### src/hw/rtl/pidc_pkg.sv
// Shared types and constants for the clamped PID controller.
// No dependencies; every other file of the block refers to this package.
package pidc_pkg;

    localparam int SAMPLE_W    = 16;
    localparam int ERR_W       = SAMPLE_W + 1;
    localparam int DIFF_W      = SAMPLE_W + 2;
    localparam int GAIN_W      = 16;
    localparam int ILIM_W      = 23;
    localparam int OLIM_W      = 15;
    localparam int INTEG_W     = 24;
    localparam int CFG_INDEX_W = 3;
    localparam int CFG_DATA_W  = 23;

    localparam logic [CFG_INDEX_W-1:0] REG_GAIN_P         = 3'd0;
    localparam logic [CFG_INDEX_W-1:0] REG_GAIN_I         = 3'd1;
    localparam logic [CFG_INDEX_W-1:0] REG_GAIN_D         = 3'd2;
    localparam logic [CFG_INDEX_W-1:0] REG_INTEGRAL_LIMIT = 3'd3;
    localparam logic [CFG_INDEX_W-1:0] REG_OUTPUT_LIMIT   = 3'd4;

    localparam logic [OLIM_W-1:0] OUTPUT_LIMIT_RESET = 15'h7FFF;

    typedef struct packed {
        logic signed [ERR_W-1:0]  err;
        logic signed [DIFF_W-1:0] diff;
        logic                     diff_valid;
    } entry_t;

    typedef struct packed {
        logic signed [GAIN_W-1:0] gain_p;
        logic signed [GAIN_W-1:0] gain_i;
        logic signed [GAIN_W-1:0] gain_d;
        logic [ILIM_W-1:0]        integral_limit;
        logic [OLIM_W-1:0]        output_limit;
    } cfg_t;

endpackage

### src/hw/rtl/pidc_if.sv
// Valid/ready channel interfaces for sample words and drive words.
// Depends on pidc_pkg for field widths.
interface pidc_req_if;
    logic                                  valid;
    logic                                  ready;
    logic signed [pidc_pkg::SAMPLE_W-1:0]  target;
    logic signed [pidc_pkg::SAMPLE_W-1:0]  measured;

    modport source (output valid, output target, output measured, input ready);
    modport sink   (input valid, input target, input measured, output ready);
endinterface

interface pidc_rsp_if;
    logic                                  valid;
    logic                                  ready;
    logic signed [pidc_pkg::SAMPLE_W-1:0]  drive;

    modport source (output valid, output drive, input ready);
    modport sink   (input valid, input drive, output ready);
endinterface

### src/hw/rtl/pidc_front.sv
// Front end: accepts sample words, forms the error and its difference.
// Depends on pidc_pkg and pidc_req_if.
module pidc_front
(
    input  logic                clk,
    input  logic                rst_n,
    pidc_req_if.sink            req,
    input  logic                queue_ready,
    output logic                push,
    output pidc_pkg::entry_t    entry
);

    logic signed [pidc_pkg::ERR_W-1:0] prev_err_reg;
    logic signed [pidc_pkg::ERR_W-1:0] prev_err_next;
    logic                              seen_reg;
    logic                              seen_next;
    logic signed [pidc_pkg::ERR_W-1:0] err;

    assign req.ready = queue_ready;
    assign push      = req.valid && queue_ready;

    assign err = $signed({req.target[pidc_pkg::SAMPLE_W-1], req.target})
               - $signed({req.measured[pidc_pkg::SAMPLE_W-1], req.measured});

    always_comb
    begin
        entry.err        = err;
        entry.diff       = $signed({err[pidc_pkg::ERR_W-1], err})
                         - $signed({prev_err_reg[pidc_pkg::ERR_W-1], prev_err_reg});
        entry.diff_valid = seen_reg;
        prev_err_next    = prev_err_reg;
        seen_next        = seen_reg;
        if (push)
        begin
            prev_err_next = err;
            seen_next     = 1'b1;
        end
    end

    always_ff @(posedge clk or negedge rst_n)
    begin
        if (!rst_n)
        begin
            prev_err_reg <= '0;
            seen_reg     <= 1'b0;
        end
        else
        begin
            prev_err_reg <= prev_err_next;
            seen_reg     <= seen_next;
        end
    end

endmodule

### src/hw/rtl/pidc_fifo.sv
// Short queue of error words between front end and back end.
// Depends on pidc_pkg for the entry type.
module pidc_fifo
#(
    parameter int DEPTH = 2
)
(
    input  logic                clk,
    input  logic                rst_n,
    input  logic                push,
    input  pidc_pkg::entry_t    push_entry,
    output logic                not_full,
    input  logic                pop,
    output logic                not_empty,
    output pidc_pkg::entry_t    head
);

    localparam int AW = (DEPTH > 1) ? $clog2(DEPTH) : 1;
    localparam int CW = $clog2(DEPTH + 1);
    localparam logic [AW-1:0] LAST = AW'(DEPTH - 1);
    localparam logic [CW-1:0] FULL = CW'(DEPTH);

    pidc_pkg::entry_t  store_reg [DEPTH];
    logic [AW-1:0]     wr_ptr_reg;
    logic [AW-1:0]     wr_ptr_next;
    logic [AW-1:0]     rd_ptr_reg;
    logic [AW-1:0]     rd_ptr_next;
    logic [CW-1:0]     count_reg;
    logic [CW-1:0]     count_next;
    logic              do_push;
    logic              do_pop;

    assign not_full  = (count_reg != FULL);
    assign not_empty = (count_reg != '0);
    assign do_push   = push && not_full;
    assign do_pop    = pop && not_empty;
    assign head      = store_reg[rd_ptr_reg];

    always_comb
    begin
        wr_ptr_next = wr_ptr_reg;
        rd_ptr_next = rd_ptr_reg;
        count_next  = count_reg;
        if (do_push)
        begin
            wr_ptr_next = (wr_ptr_reg == LAST) ? '0 : wr_ptr_reg + 1'b1;
        end
        if (do_pop)
        begin
            rd_ptr_next = (rd_ptr_reg == LAST) ? '0 : rd_ptr_reg + 1'b1;
        end
        if (do_push && !do_pop)
        begin
            count_next = count_reg + 1'b1;
        end
        else if (do_pop && !do_push)
        begin
            count_next = count_reg - 1'b1;
        end
    end

    always_ff @(posedge clk)
    begin
        if (do_push)
        begin
            store_reg[wr_ptr_reg] <= push_entry;
        end
    end

    always_ff @(posedge clk or negedge rst_n)
    begin
        if (!rst_n)
        begin
            wr_ptr_reg <= '0;
            rd_ptr_reg <= '0;
            count_reg  <= '0;
        end
        else
        begin
            wr_ptr_reg <= wr_ptr_next;
            rd_ptr_reg <= rd_ptr_next;
            count_reg  <= count_next;
        end
    end

endmodule

### src/hw/rtl/pidc_back.sv
// Back end: gain products, clamped integral, drive sum and clamp, output word.
// Depends on pidc_pkg and pidc_rsp_if.
module pidc_back
(
    input  logic                clk,
    input  logic                rst_n,
    input  pidc_pkg::cfg_t      cfg,
    input  logic                queue_not_empty,
    input  pidc_pkg::entry_t    head,
    output logic                pop,
    pidc_rsp_if.source          rsp
);

    localparam int PT_W  = pidc_pkg::GAIN_W + pidc_pkg::ERR_W - 8;
    localparam int DT_W  = pidc_pkg::GAIN_W + pidc_pkg::DIFF_W - 8;
    localparam int IS_W  = PT_W + 1;
    localparam int PD_W  = DT_W + 1;
    localparam int TOT_W = PD_W + 1;

    logic                                      advance;
    logic signed [pidc_pkg::GAIN_W+pidc_pkg::ERR_W-1:0]  p_prod;
    logic signed [pidc_pkg::GAIN_W+pidc_pkg::ERR_W-1:0]  i_prod;
    logic signed [pidc_pkg::GAIN_W+pidc_pkg::DIFF_W-1:0] d_prod;

    logic                                      s1_valid_reg;
    logic signed [PT_W-1:0]                    s1_p_reg;
    logic signed [PT_W-1:0]                    s1_i_reg;
    logic signed [DT_W-1:0]                    s1_d_reg;

    logic                                      s2_valid_reg;
    logic signed [PD_W-1:0]                    s2_pd_reg;
    logic signed [pidc_pkg::INTEG_W-1:0]       integral_reg;
    logic signed [pidc_pkg::INTEG_W-1:0]       integral_next;
    logic signed [IS_W-1:0]                    isum;
    logic signed [IS_W-1:0]                    ilim;

    logic                                      out_valid_reg;
    logic signed [pidc_pkg::SAMPLE_W-1:0]      drive_reg;
    logic signed [pidc_pkg::SAMPLE_W-1:0]      drive_next;
    logic signed [TOT_W-1:0]                   total;
    logic signed [TOT_W-1:0]                   olim;

    assign advance   = !out_valid_reg || rsp.ready;
    assign pop       = advance;
    assign rsp.valid = out_valid_reg;
    assign rsp.drive = drive_reg;

    assign p_prod = cfg.gain_p * head.err;
    assign i_prod = cfg.gain_i * head.err;
    assign d_prod = cfg.gain_d * head.diff;

    always_comb
    begin
        isum = $signed({{(IS_W-pidc_pkg::INTEG_W){integral_reg[pidc_pkg::INTEG_W-1]}},
                        integral_reg})
             + $signed({s1_i_reg[PT_W-1], s1_i_reg});
        ilim = $signed({{(IS_W-pidc_pkg::ILIM_W){1'b0}}, cfg.integral_limit});
        if (isum > ilim)
        begin
            integral_next = pidc_pkg::INTEG_W'(ilim);
        end
        else if (isum < -ilim)
        begin
            integral_next = pidc_pkg::INTEG_W'(-ilim);
        end
        else
        begin
            integral_next = pidc_pkg::INTEG_W'(isum);
        end
    end

    always_comb
    begin
        total = $signed({s2_pd_reg[PD_W-1], s2_pd_reg})
              + $signed({{(TOT_W-pidc_pkg::INTEG_W){integral_reg[pidc_pkg::INTEG_W-1]}},
                         integral_reg});
        olim  = $signed({{(TOT_W-pidc_pkg::OLIM_W){1'b0}}, cfg.output_limit});
        if (total > olim)
        begin
            drive_next = pidc_pkg::SAMPLE_W'(olim);
        end
        else if (total < -olim)
        begin
            drive_next = pidc_pkg::SAMPLE_W'(-olim);
        end
        else
        begin
            drive_next = pidc_pkg::SAMPLE_W'(total);
        end
    end

    always_ff @(posedge clk)
    begin
        if (advance)
        begin
            s1_p_reg  <= p_prod[pidc_pkg::GAIN_W+pidc_pkg::ERR_W-1:8];
            s1_i_reg  <= i_prod[pidc_pkg::GAIN_W+pidc_pkg::ERR_W-1:8];
            s1_d_reg  <= head.diff_valid ? d_prod[pidc_pkg::GAIN_W+pidc_pkg::DIFF_W-1:8]
                                         : '0;
            s2_pd_reg <= $signed({{(PD_W-PT_W){s1_p_reg[PT_W-1]}}, s1_p_reg})
                       + $signed({s1_d_reg[DT_W-1], s1_d_reg});
            drive_reg <= drive_next;
        end
    end

    always_ff @(posedge clk or negedge rst_n)
    begin
        if (!rst_n)
        begin
            s1_valid_reg  <= 1'b0;
            s2_valid_reg  <= 1'b0;
            out_valid_reg <= 1'b0;
            integral_reg  <= '0;
        end
        else if (advance)
        begin
            s1_valid_reg  <= queue_not_empty;
            s2_valid_reg  <= s1_valid_reg;
            out_valid_reg <= s2_valid_reg;
            if (s1_valid_reg)
            begin
                integral_reg <= integral_next;
            end
        end
    end

endmodule

### src/hw/rtl/pid_controller_clamped.sv
// Top level of the clamped PID controller: configuration registers and wiring.
// Depends on pidc_pkg, pidc_if, pidc_front, pidc_fifo and pidc_back.
//
//   channel   | role   | word                     | transfer
//   req       | sink   | target, measured (s16)   | valid && ready
//   rsp       | source | drive (s16)              | valid && ready
//   cfg       | write  | cfg_index, cfg_data      | cfg_we
//
// One word per cycle sustained while rsp is ready; each taken sample word passes
// through the queue, product stage, integral stage and output register. Reset
// clears the integral, the previous error, all gains and the integral limit;
// the output limit comes up at its maximum. A stalled rsp freezes the back end; the
// queue keeps taking req words until it holds QUEUE_DEPTH, then req.ready drops.
module pid_controller_clamped
#(
    parameter int QUEUE_DEPTH = 2
)
(
    input  logic                                clk,
    input  logic                                rst_n,
    pidc_req_if.sink                            req,
    pidc_rsp_if.source                          rsp,
    input  logic                                cfg_we,
    input  logic [pidc_pkg::CFG_INDEX_W-1:0]    cfg_index,
    input  logic [pidc_pkg::CFG_DATA_W-1:0]     cfg_data
);

    pidc_pkg::cfg_t   cfg_reg;
    pidc_pkg::cfg_t   cfg_next;
    pidc_pkg::entry_t push_entry;
    pidc_pkg::entry_t head;
    logic             push;
    logic             pop;
    logic             not_full;
    logic             not_empty;

    always_comb
    begin
        cfg_next = cfg_reg;
        if (cfg_we)
        begin
            case (cfg_index)
                pidc_pkg::REG_GAIN_P:
                    cfg_next.gain_p = $signed(cfg_data[pidc_pkg::GAIN_W-1:0]);
                pidc_pkg::REG_GAIN_I:
                    cfg_next.gain_i = $signed(cfg_data[pidc_pkg::GAIN_W-1:0]);
                pidc_pkg::REG_GAIN_D:
                    cfg_next.gain_d = $signed(cfg_data[pidc_pkg::GAIN_W-1:0]);
                pidc_pkg::REG_INTEGRAL_LIMIT:
                    cfg_next.integral_limit = cfg_data[pidc_pkg::ILIM_W-1:0];
                pidc_pkg::REG_OUTPUT_LIMIT:
                    cfg_next.output_limit = cfg_data[pidc_pkg::OLIM_W-1:0];
                default:
                    cfg_next = cfg_reg;
            endcase
        end
    end

    always_ff @(posedge clk or negedge rst_n)
    begin
        if (!rst_n)
        begin
            cfg_reg.gain_p         <= '0;
            cfg_reg.gain_i         <= '0;
            cfg_reg.gain_d         <= '0;
            cfg_reg.integral_limit <= '0;
            cfg_reg.output_limit   <= pidc_pkg::OUTPUT_LIMIT_RESET;
        end
        else
        begin
            cfg_reg <= cfg_next;
        end
    end

    pidc_front u_front
    (
        .clk         (clk),
        .rst_n       (rst_n),
        .req         (req),
        .queue_ready (not_full),
        .push        (push),
        .entry       (push_entry)
    );

    pidc_fifo #(.DEPTH(QUEUE_DEPTH)) u_fifo
    (
        .clk        (clk),
        .rst_n      (rst_n),
        .push       (push),
        .push_entry (push_entry),
        .not_full   (not_full),
        .pop        (pop),
        .not_empty  (not_empty),
        .head       (head)
    );

    pidc_back u_back
    (
        .clk             (clk),
        .rst_n           (rst_n),
        .cfg             (cfg_reg),
        .queue_not_empty (not_empty),
        .head            (head),
        .pop             (pop),
        .rsp             (rsp)
    );

endmodule

### src/flat_wrapper.sv
// flat-port wrapper written by rule: the top's interface ports become plain ports
module pid_controller_clamped_flat 
#(
    parameter int QUEUE_DEPTH = 2
)
  (clk, rst_n, cfg_we, cfg_index, cfg_data, req_valid, req_target, req_measured, req_ready, rsp_valid, rsp_drive, rsp_ready);
  pidc_req_if req_i ();
  pidc_rsp_if rsp_i ();
  input  logic clk;
  input  logic rst_n;
  input  logic cfg_we;
  input  logic [pidc_pkg::CFG_INDEX_W-1:0] cfg_index;
  input  logic [pidc_pkg::CFG_DATA_W-1:0] cfg_data;
  input wire logic [$bits(req_i.valid)-1:0] req_valid;
  input wire logic [$bits(req_i.target)-1:0] req_target;
  input wire logic [$bits(req_i.measured)-1:0] req_measured;
  output wire logic [$bits(req_i.ready)-1:0] req_ready;
  output wire logic [$bits(rsp_i.valid)-1:0] rsp_valid;
  output wire logic [$bits(rsp_i.drive)-1:0] rsp_drive;
  input wire logic [$bits(rsp_i.ready)-1:0] rsp_ready;
  assign req_i.valid = req_valid;
  assign req_i.target = req_target;
  assign req_i.measured = req_measured;
  assign req_ready = req_i.ready;
  assign rsp_valid = rsp_i.valid;
  assign rsp_drive = rsp_i.drive;
  assign rsp_i.ready = rsp_ready;
  pid_controller_clamped #(.QUEUE_DEPTH(QUEUE_DEPTH)) u_core (.clk(clk), .rst_n(rst_n), .req(req_i), .rsp(rsp_i), .cfg_we(cfg_we), .cfg_index(cfg_index), .cfg_data(cfg_data));
endmodule
### config.mk
export PLATFORM = sky130hd
export DESIGN_NAME = pid_controller_clamped_flat
export DESIGN_NICKNAME = d
export VERILOG_FILES = /design/src/hw/rtl/pidc_pkg.sv /design/src/hw/rtl/pidc_if.sv /design/src/hw/rtl/pidc_front.sv /design/src/hw/rtl/pidc_fifo.sv /design/src/hw/rtl/pidc_back.sv /design/src/hw/rtl/pid_controller_clamped.sv /design/src/flat_wrapper.sv
export SDC_FILE = /design/constraint.sdc
export NUM_CORES = 2
export LEC_CHECK = 0
export CAP_MARGIN = 10
export CORE_MARGIN = 2
export CORE_UTILIZATION = 50
export DETAILED_ROUTE_END_ITERATION = 7
export DONT_BUFFER_PORTS = 1
export GPL_TIMING_DRIVEN = 1
export HOLD_SLACK_MARGIN = 0.06
export PLACE_DENSITY = 0.67
export SLEW_MARGIN = 20
export SYNTH_ARGS = -nofsm -noshare
export SYNTH_HDL_FRONTEND = slang
export SYNTH_SLANG_ARGS = --single-unit
### constraint.sdc
create_clock -name clk -period 9.9 [get_ports clk]
set_clock_uncertainty 0.15 [all_clocks]
set_input_delay 1.98 -clock clk [delete_from_list [all_inputs] [get_ports clk]]
set_output_delay 1.98 -clock clk [all_outputs]
set_load 0.02 [all_outputs]
# Yosys cells after proc, flatten, opt, wreduce, memory -nomap -nowiden
# Memories as Yosys holds them, arrays and structs flattened.
# Cells that the tools add are included.
word_totals:
  reg_bits: 254
  ram_bits: 72
  input_bits: 63
  output_inout_bits: 18
  elab_cells: 72
  mem_count: 1
op_classes:
  add_sub_neg: 11
  mul: 3
  order_cmp: 4
  n_eq_ne: 5
  mux: 10
  n_reduce_logical: 18
memory_table:
  columns: ["name", "depth", "word_bits", "rd", "rd_ports_with_merged_regs", "wr", "line", "text"]
  rows:
  - ["u_core.u_fifo.store_reg", 2, 36, 1, 0, 1, "pidc_fifo.sv:23", "pidc_pkg::entry_t store_reg [DEPTH];"]
ops:
  columns: ["operator", "count"]
  rows:
  - ["16-bit by 17-bit multiplier with 33-bit output", 2]
  - ["24-bit 2-to-1 mux", 2]
  - ["16-bit by 18-bit multiplier with 34-bit output", 1]
  - ["27-bit by 24-bit adder with 28-bit output", 1]
  - ["28-bit by 16-bit > comparator with 1-bit output", 1]
  - ["28-bit less-than comparator", 1]
  - ["15-bit negation with 28-bit output", 1]
  - ["25-bit by 26-bit adder with 27-bit output", 1]
  - ["24-bit by 25-bit adder with 26-bit output", 1]
  - ["26-bit by 24-bit > comparator with 1-bit output", 1]
  - ["26-bit less-than comparator", 1]
  - ["23-bit negation with 26-bit output", 1]
  - ["17-bit by 17-bit subtractor with 18-bit output", 1]
  - ["16-bit by 16-bit subtractor with 17-bit output", 1]
  - ["16-bit 2-to-1 mux", 1]
  - ["15-bit 2-to-1 mux", 1]
  - ["2-bit AND reduction", 6]
  - ["3-bit by 2-bit == test with 1-bit output, second input constant", 2]
  - ["1-bit logical AND", 5]
  - ["1-bit 2-to-1 mux", 4]
  - ["2-bit 2-to-1 mux", 2]
  - ["2-bit nonzero test", 2]
  - ["3-bit by 1-bit == test with 1-bit output, second input constant", 1]
  - ["3-bit == test, second input constant", 1]
  - ["7 further kinds", 10]

# Logic depth before layout (Yosys ltp)
depth:
  ltp_word: 7
  depth_mapped: 28
  ltp_nobuf: 24

# Cells and area by module
# A second synthesis with hierarchy kept.
hier_totals:
  hier_cells: 5214
  hier_area_um2: 51174.1
by_module_without_submodules:
  columns: ["module", "n_inst", "cells_per_inst", "area_each_um2", "seq_area_each_um2"]
  rows:
  - ["pidc_back", 1, 4586, 42480.7, 4249.1]
  - ["pid_controller_clamped", 1, 186, 3289.4, 2170.8]
  - ["pidc_fifo", 1, 130, 2941.6, 2262.2]
  - ["pidc_front", 1, 312, 2462.4, 450.4]

# Least setup slack after synthesis
# No wires, ideal clock.
synth_path:
  path_kind: "reg-to-reg"
  start: "register u_core.u_fifo.rd_ptr_reg"
  end: "register u_core.u_back.s1_p_reg[20], data pin"
  setup_time_ns: 0.262
  arrival_time_ns: 7.348
  t_required_ns: 9.488
  path_slack_ns: 2.140
  path_stages_with_launch: 26
  n_path_buf: 4
  synth_period_minus_slack_ns: 7.760
  cell_sequence: "dfrtp_1 buf_2 clkbuf_1 clkbuf_1 mux2_2 clkbuf_1 and2_1 fa_1 inv_1 fa_1 fa_1 inv_1 fa_1 fa_1 inv_1 fa_1 inv_1 ha_1 a211o_1 or4b_1 a221oi_2 o21a_1 o211ai_1 o41ai_1 o21bai_1 xor2_1"
synth_via:
  elab_chain_cells: 2
synth_rtl:
  columns: ["item", "line", "text"]
  rows:
  - ["start: declaration", "pidc_fifo.sv:26", "logic [AW-1:0] rd_ptr_reg;"]
  - ["start signal: assignment", "pidc_fifo.sv:81", "rd_ptr_reg <= rd_ptr_next;"]
  - ["memory 2 x 36 bit", null, null]
  - ["16-bit by 17-bit multiplier with 33-bit output", "pidc_back.sv:48", "assign p_prod = cfg.gain_p * head.err;"]
  - ["named net u_core.u_back.p_prod, one bit", "pidc_back.sv:21", "logic signed [pidc_pkg::GAIN_W+pidc_pkg::ERR_W-1:0] p_prod;"]
  - ["end signal: assignment", "pidc_back.sv:96", "s1_p_reg <= p_prod[pidc_pkg::GAIN_W+pidc_pkg::ERR_W-1:8];"]
  - ["end: declaration", "pidc_back.sv:26", "logic signed [PT_W-1:0] s1_p_reg;"]
# The timed path passes the listed nets, and every way through them passes these cells.
# A chain may end at the register's enable or synchronous reset.

# Worst setup path in the final report
layout_path:
  start: "register u_core.u_fifo.rd_ptr_reg"
  end: "register u_core.u_back.s1_d_reg[24], data pin"
layout_via:
  elab_chain_cells: 2
layout_rtl:
  columns: ["item", "line", "text"]
  rows:
  - ["memory 2 x 36 bit (*)", null, null]
  - ["16-bit by 18-bit multiplier with 34-bit output", "pidc_back.sv:50", "assign d_prod = cfg.gain_d * head.diff;"]
  - ["end signal: assignment", "pidc_back.sv:98", "s1_d_reg <= head.diff_valid ? d_prod[pidc_pkg::GAIN_W+pidc_pkg::DIFF_W-1:8]"]
  - ["end: declaration", "pidc_back.sv:28", "logic signed [DT_W-1:0] s1_d_reg;"]
# Every way passes the cells marked *; elsewhere a longest branch is shown, timed or not.

==> results.toml <==
[outcome]
status = "completed"

[detailed_routing]
route.vias.total = 35500
wl_per_cell_um = 19.2
drc = 0
totalWireLength_mm = 126
ant_nets = 0
first_pass_iters = 6
via_per_inst = 5.43
drt_iter0_drc = 2227

[clocking]
cts_resized = 0
htree_levels = 2
hold_buffers = 0
cts_setup_buffers = 0
cts_root_buf = "clkbuf_16"
clk_latency_ps = 610
cts.sinks = 326
cts_buffer_depth = 3
cts_tree = "built"
cts_made_buffers = 40
clkTransAtPathRegs_ps = 70

[floorplanning]
num_io_pins = 81
start_util_pct = 50.3
die_w_um = 323
dieHeight_um = 323
core_region_area_mm2 = 0.101
std_cell_rows = 117
dieArea_mm2 = 0.105

[timing]
fin_crit_sh_pct = 81.9
final_max_slew_viol_count = 0
hold_viol = 0
rsz0062_at_grt = "false"
slew_headroom_pct = 24.7
min_period_ps = 8110
setup-violations-final = 0
fmax_ghz = 0.123
fin_tns_setup_ps = 0
tightest_slew_ps = 1130

[placed_design]
placed_area_mm2 = 0.0521
io_buffers = 0
dpl.hpwl_mm = 97.9
gp_congestion = 0.932

[cells_and_area]
n_fill_cell = 9120
largest_reg_flops = 86
synthToLayoutAreaGrowth_pct = 5.01
fin_area_mm2 = 0.0535
fin_nets = 6489
drive_above_1_share_pct = 5.29

[logic_synthesis]
synth-xor-area-share_pct = 3.57
synth_top_area_share_pct = 33.1
syn_inst = 5264
synthAdderAreaFrac_pct = 44.2
ys.flop_type = "edfxtp_1"
synth.distinct_cells = 93
async_reset_ff_share_pct = 41.4
yosysTopAreaCell = "fa_1"
synth-simple-area-share_pct = 14.2
syn_area_mm2 = 0.0510
synth.area.top_cells = "fa_1 (33%), edfxtp_1 (11%), ha_1 (11%)"
synth_seq_cells = 326
avgSynthCellArea_um2 = 9.68
synth_nets = 6620
synth_top_family_by_area = "adder cells"
ys_seq_area_share_pct = 17.9
yosysWarnings = 0
muxShareOfSynthArea_pct = 3.00
synth_edf_count = 191
synth_compound_area_share_pct = 7.93

[global_routing]
gr-usage-all-layers_pct = 25.0
grt-ovfl-total = 0
grt_pass1_vias = 37600
grt_max_degree = 136
grt_pass1_wl_mm = 204
antenna_found_initial = 8

[setup_path]
critPathArrivalTime_ps = 8270
crit_top_cell = "fa_1"
path_delay_family = "adder cells"
start_kind = "flop"
cp_slowest_cell = "fa_1"
cp_slowest_stage_delay_ps = 940
critPathBufInv = 4
crit_type = "flop to flop"
path_max_fanout = 24
path_cells = "buf_4 > mux2_2 > nand2_1 > inv_1 > fa_1 > fa_1 > fa_1 > fa_1 > fa_1 > inv_1 > fa_1 > inv_1 > ha_1 > a21o_1 > a21o_1 > a21o_1 > a21o_1 > a21o_1 > a21oi_1 > nor2b_1 > a311oi_2 > xor2_1 > nor2_1"
required_ps = 10060
cp-end-kind = "flop"

[hold_path]
hold_path_class = "flop to flop"

[job]
maxCapViolCount = 0
## final cells by class
type                            instances  area, µm²  area share (%)
Tap cell                             1368       1710            3.20
Clock inverter                         23        231           0.432
Sequential cell                       326       9130            17.1
Timing Repair Buffer                   21        183           0.341
Inverter                             1043       3920            7.31
Antenna cell                           14       35.0          0.0654
Multi-Input combinational cell       3701      37200            69.5
Clock buffer                           50       1120            2.09
## worst min-delay path: stages, from the launching register on
cell and delay (ps):
dfrtp_1 320, inv_1 40, nand2_1 40
## stage by stage
step | hold slack, ps | worst slack, ps | std cells | util (%)
after CTS | 296 | 1780 | 6531 | 52.7
after floorplan | 261 | 2140 | 5264 | -
final | 290 | 1790 | 6546 | 52.8
after global routing | 329 | 1380 | 6545 | 52.8
after global placement | 281 | 1930 | 6458 | 51.4
after detailed placement | 279 | 1780 | 6458 | 51.4
## kinds of logic after synthesis
kind of cell / count (synthesis)
buf+inv: 1237
flops: 326
compound gates: 602
simple gates: 1460
xor+xnor: 207
fa+ha+maj: 1293
mux: 139
## Yosys cell counts (113+ instances only)
| cell type | instances |
|---|---|
| a21oi_1 | 144 |
| and2_1 | 401 |
| clkbuf_1 | 162 |
| dfrtp_1 | 120 |
| edfxtp_1 | 191 |
| fa_1 | 844 |
| ha_1 | 449 |
| inv_1 | 1039 |
| nand2_1 | 533 |
| nor2_1 | 204 |
| o21ai_0 | 113 |
| xnor2_1 | 158 |
## cells in the final DEF (no fill, tap or decap), types with 11 or more instances in the layout
master     netlist  routed
dfstp_2         15      15
buf_4            2      19
a21o_1          71      71
clkbuf_16        0      42
inv_1         1039    1039
mux2i_1         27      26
nor2_1         204     202
dfrtp_1        120     119
a211o_1         15      15
a21oi_1        144     144
o311ai_0        15      15
fa_1           844     844
xor2_1          48      48
xnor2_1        158     158
nor3_1          74      73
o21ai_0        113     113
diode_2          0      14
o31ai_1         12      11
or3_1           15      15
nor4_1          13      13
a31oi_1         17      17
o21a_1          36      36
nand3_1         53      53
nand4_1         27      27
and2_1         401     401
nand2_1        533     533
ha_1           449     449
nor2b_1         42      42
and3_1          20      19
edfxtp_1       191     191
mux2_2         112     112
nand2b_1        28      27
o211ai_1        30      30
o21bai_1        21      21
or2_2           15      15
a211oi_1        49      49
## final timing paths
path | startpoint | endpoint | slack [ps] | depth (start not counted)
setup / recovery | u_core.u_fifo.rd_ptr_reg | u_core.u_back.s1_d_reg[24] | 1790 | 23
hold / removal | u_core.u_back.s2_valid_reg | u_core.u_back.rsp.valid | 290 | 2
setup reg to reg | u_core.u_fifo.rd_ptr_reg | u_core.u_back.s1_d_reg[24] | 1790 | 23
hold reg to reg | u_core.u_back.s2_valid_reg | u_core.u_back.rsp.valid | 290 | 2
max in group asynchronous | rst_n | u_core.u_fifo.rd_ptr_reg | 8320 | 0
min in group asynchronous | rst_n | u_core.u_back.integral_reg[20] | 940 | 0
## per-layer routing
metal / track usage [%] / vias to the layer above / part of all wire (%)
li1: - / 16400 / -
met1: 33.1 / 18000 / 43
met2: 41.7 / 947 / 48
met3: 4.49 / 216 / 6.1
met4: 8.08 / 2 / 3.4
met5: 0 / - / 0.010
Power is not shown: default switching activity piles up to over one toggle a cycle in this logic, so the estimate is an artifact.
